--- config.mk ---
export PLATFORM = sky130hd
export DESIGN_NAME = tsr_ram
export DESIGN_NICKNAME = d
export VERILOG_FILES = /design/src/rtl/tsr_ram.sv
export SDC_FILE = /design/constraint.sdc
export NUM_CORES = 2
export LEC_CHECK = 0
export ABC_AREA = 1
export BUFFER_PORTS_ARGS = -buffer_cell sky130_fd_sc_hd__buf_4
export CELL_PAD_IN_SITES_DETAIL_PLACEMENT = 0
export CELL_PAD_IN_SITES_GLOBAL_PLACEMENT = 1
export CORE_UTILIZATION = 30
export DETAILED_ROUTE_END_ITERATION = 6
export PLACE_DENSITY_LB_ADDON = 0.1
export SKIP_CTS_REPAIR_TIMING = 1
export SYNTH_ARGS = -nofsm -noshare
export SYNTH_HDL_FRONTEND = slang
export SYNTH_SLANG_ARGS = --single-unit
--- constraint.sdc ---
create_clock -name clk -period 3.85 [get_ports clk]
set_input_delay 0 -clock clk [delete_from_list [all_inputs] [get_ports clk]]
set_output_delay 0 -clock clk [all_outputs]
set_load 0.05 [all_outputs]
--- src/rtl/tsr_ram.sv ---
// ----------------------------------------------------------------------------
// tsr_ram
// Generic RAM, one write port and one read port with registered read data.
// ----------------------------------------------------------------------------
`default_nettype none

module tsr_ram #(
  parameter int WIDTH = 8,
  parameter int DEPTH = 256
) (
  input  wire logic                     clk,
  input  wire logic                     we,
  input  wire logic [$clog2(DEPTH)-1:0] waddr,
  input  wire logic [WIDTH-1:0]         wdata,
  input  wire logic [$clog2(DEPTH)-1:0] raddr,
  output logic      [WIDTH-1:0]         rdata
);

  logic [WIDTH-1:0] mem [DEPTH];

  always_ff @(posedge clk) begin
    if (we) begin
      mem[waddr] <= wdata;
    end
    rdata <= mem[raddr];
  end

endmodule

`default_nettype wire
==> summary.md <==
| Metric | Value |
|---|---|
| GR Util All Layers | 20.27% |
| XOR/XNOR Fraction of Synth Area | 0% |
| Area of the core | about 280000 um^2 |
| Drc violations | 0 |
| Largest cells by area after synthesis | edfxtp_1, nand3_1, nand2_1 |
| H-tree depth | 4 |
| Drt first pass iters | 5 |
| WP data required | between 4 and 5 ns |
| Root Driver | clkbuf_16 |
| Register area share after synthesis | roughly 74% |
| Post-synth top cells | nand2_1, edfxtp_1, nand3_1, nor2_1, buf_2 |
| Period utilization | 75.17% |
| Hold Violations, Final | 0 |
| Port Buffer Count | 33 |
| Vias in the first global route | approximately 53000 |
| Final Critical Period | between 2 and 3 ns |
| Dpl ws | between 0.6 and 0.7 ns |
| Critical path type | reg -> reg |
| Cell with the most instances after synthesis | nand2_1 |
| Post-Synthesis Cells | ~7000 |
| Remaining Overflow, GRT | 0 |
| Initial Util | between 30% and 40% |
| Final WL | around 290000 um |
| Non-filler cells, final | about 11000 |
| Yosys top cell area share | about three quarters |
| Worst VDD drop | approximately 0.41 mV |
| Final Cell Area | slightly below 100000 um^2 |
| MaxCap Viol Count | 0 |
| Relative slew slack | ~7.9% |
| Ys async rst share | 0% |
| Least-Margin Pin Slew | approximately 1.4 ns |
| Clk_lat worst skew | 0.91 ns |
| Inserted Clock Buffers | approximately 240 |
| Initial DRC count | roughly 4300 |
| Pin count of the biggest net entering global routing | approximately 140 |
| PnR worst setup slack | roughly 0.96 ns |
| Compound-Gate Fraction of Synth Area | 0% |
| Max-slew violations | 0 |
| R2r setup slk | approximately 0.96 ns |
| CTS tree | built |
| Largest family of logic cells by synthesized area | simple AND/OR/NAND/NOR gates |
| Clock skew | 0.06287 ns |
| DR vias | ~54000 |
| Pleak | between 30 and 40 nW |
| Syn Area/Cell | around 12 um^2 |
| Area added between synthesis and finish | 16.08% |
| Clock slew at reported path FFs | about 0.06 ns |
| P per Cell Area | between 500 and 600 nW/um^2 |
| Vias/cell | just under 5 |
| Area after DPL | around 90000 um^2 |
| Simple-gate area share of the yosys netlist | 22.95% |
| Reg2reg end | rdata[5] |
| Startpoint types | flop |
| Worst-case reg-to-reg path depth | 12 |
| Main synth FF type | edfxtp_1 |
| Critical Path End | rdata[5] |
| Mux cell area share after synthesis | 0% |
| First-pass GRT wire length | slightly above 400000 um |
| Antenna violations before repair | 15 |
| Status | finished, final reports clean |
| Antenna Violating Nets Remaining | 0 |
| Fmax | ~350 MHz |
| FP Rows | a little under 200 |
| Gpl congestion | 0.7982 |
| Full die area | 280100 um^2 |
| Yosys Warn Count | 0 |
| RSZ-0062 raised after global routing | no |
| Yosys reg bits | ~2000 |
| RR Startpoint | mem[223][5] |
| DP Cell Count | around 11000 |
| Distinct cell type count after synthesis | 14 |
| Post-synthesis adder-cell area fraction | 0% |
| Hold Crit Class | in -> reg |
| Final Power | roughly 49 mW |
| Fraction of layout cells with a size suffix above 1 | 9.585% |
| Number of synthesized flops with an enable pin | approximately 2000 |
| CP Capture Type | flop |
| Net Count, Synth | roughly 7000 |
| Post-DP HPWL | 168000 um |
| Chip height | between 500 and 600 um |
| Top cell type by total area after synthesis | edfxtp_1 |
| CP max FO | 1 |
| Worst setup path start | mem[223][5] |
| Fin Setup TNS | 0 ns |
| Clock Sink Count | between 2000 and 2500 |
| CTS max path bufs | 4 |
| Critical Path AT | approximately 3.7 ns |
| WL per Instance | roughly 26 um |
| Hold path startpoint | waddr[1] |
| Final setup fails | 0 |
| Mapped Area | approximately 83000 um^2 |
| IO Pins | 34 |
| Die Wd | about 530 um |
| Fin nets | 7195 |
## registers in the layout, indices dropped and copies added (netlist names)
name,flops
mem,2048
rdata,8
## metal layers
metal / track usage [%] / wire length, um
met1: 28.90 / 134900
met3: 2.308 / 11200
met5: 0 / 0
met4: 5.029 / 6992
met2: 32.71 / 134300
## worst min-delay path by stage
stage	cells after the start	end	slack [ns]
finish	6	mem[146][5]	0.02
global route	6	mem[146][6]	0.002
CTS	3	rdata[5]	-0.60
detailed placement	3	rdata[5]	0.41
global placement	3	rdata[5]	0.42
floorplan	0	mem[0][0]	0.1
## cell families after synthesis
group	Yosys count
simple gates	4425
flops	2056
buf+inv	522
## per-stage QoR
stage | hold slack [ns] | util, %
floorplan | 0.09887 | -
CTS | -0.5998 | 34.94
global placement | 0.4201 | 32.35
global route | 0.002471 | 35.00
detailed placement | 0.4100 | 32.35
finish | 0.01730 | 35.01
## layout by cell type (no fill, tap or decap), types with 6 or more instances in the layout
cell type,count
nand3_1,2019
buf_12,61
buf_4,319
clkbuf_1,81
clkinv_1,63
clkbuf_16,238
diode_2,10
buf_8,11
inv_1,34
dfxtp_1,8
dlygate4sd3_1,17
nand2_2,16
edfxtp_1,2048
nor2_1,283
clkinvlp_4,6
clkinv_2,26
nand2_1,2107
bufinv_16,8
## report_power, final
part	leakage (nW)	switching, mW	internal, mW
sequential	18.5	0.0376	24.7
clock	3.46	9.37	11.9
combinational	11.5	2.43	0.758
## critical path: stages (launching register included)
cell and delay, ns:
edfxtp_1 0.35, nand2_1 0.07, nand3_1 0.12, nand3_1 0.19
nand3_1 0.09, nand3_1 0.27, nand3_1 0.17, nand3_1 0.22
nand2_1 0.10, nand2_1 0.06, dlygate4sd3_1 0.55, nand2_1 0.05
dlygate4sd3_1 0.55
## final cells by class
| class | count | area, um^2 |
|---|---|---|
| inverters | 39 | 182.7 |
| clock inverters | 116 | 878.3 |
| fillers | 27280 | 179700 |
| repair buffers | 409 | 3963 |
| clock buffers | 321 | 6287 |
| multi-input cells | 4425 | 19180 |
| flip-flops and latches | 2056 | 61660 |
| well taps | 3705 | 4636 |
| diodes | 10 | 25.02 |
No activity file was read; power rests on OpenSTA's default activity.
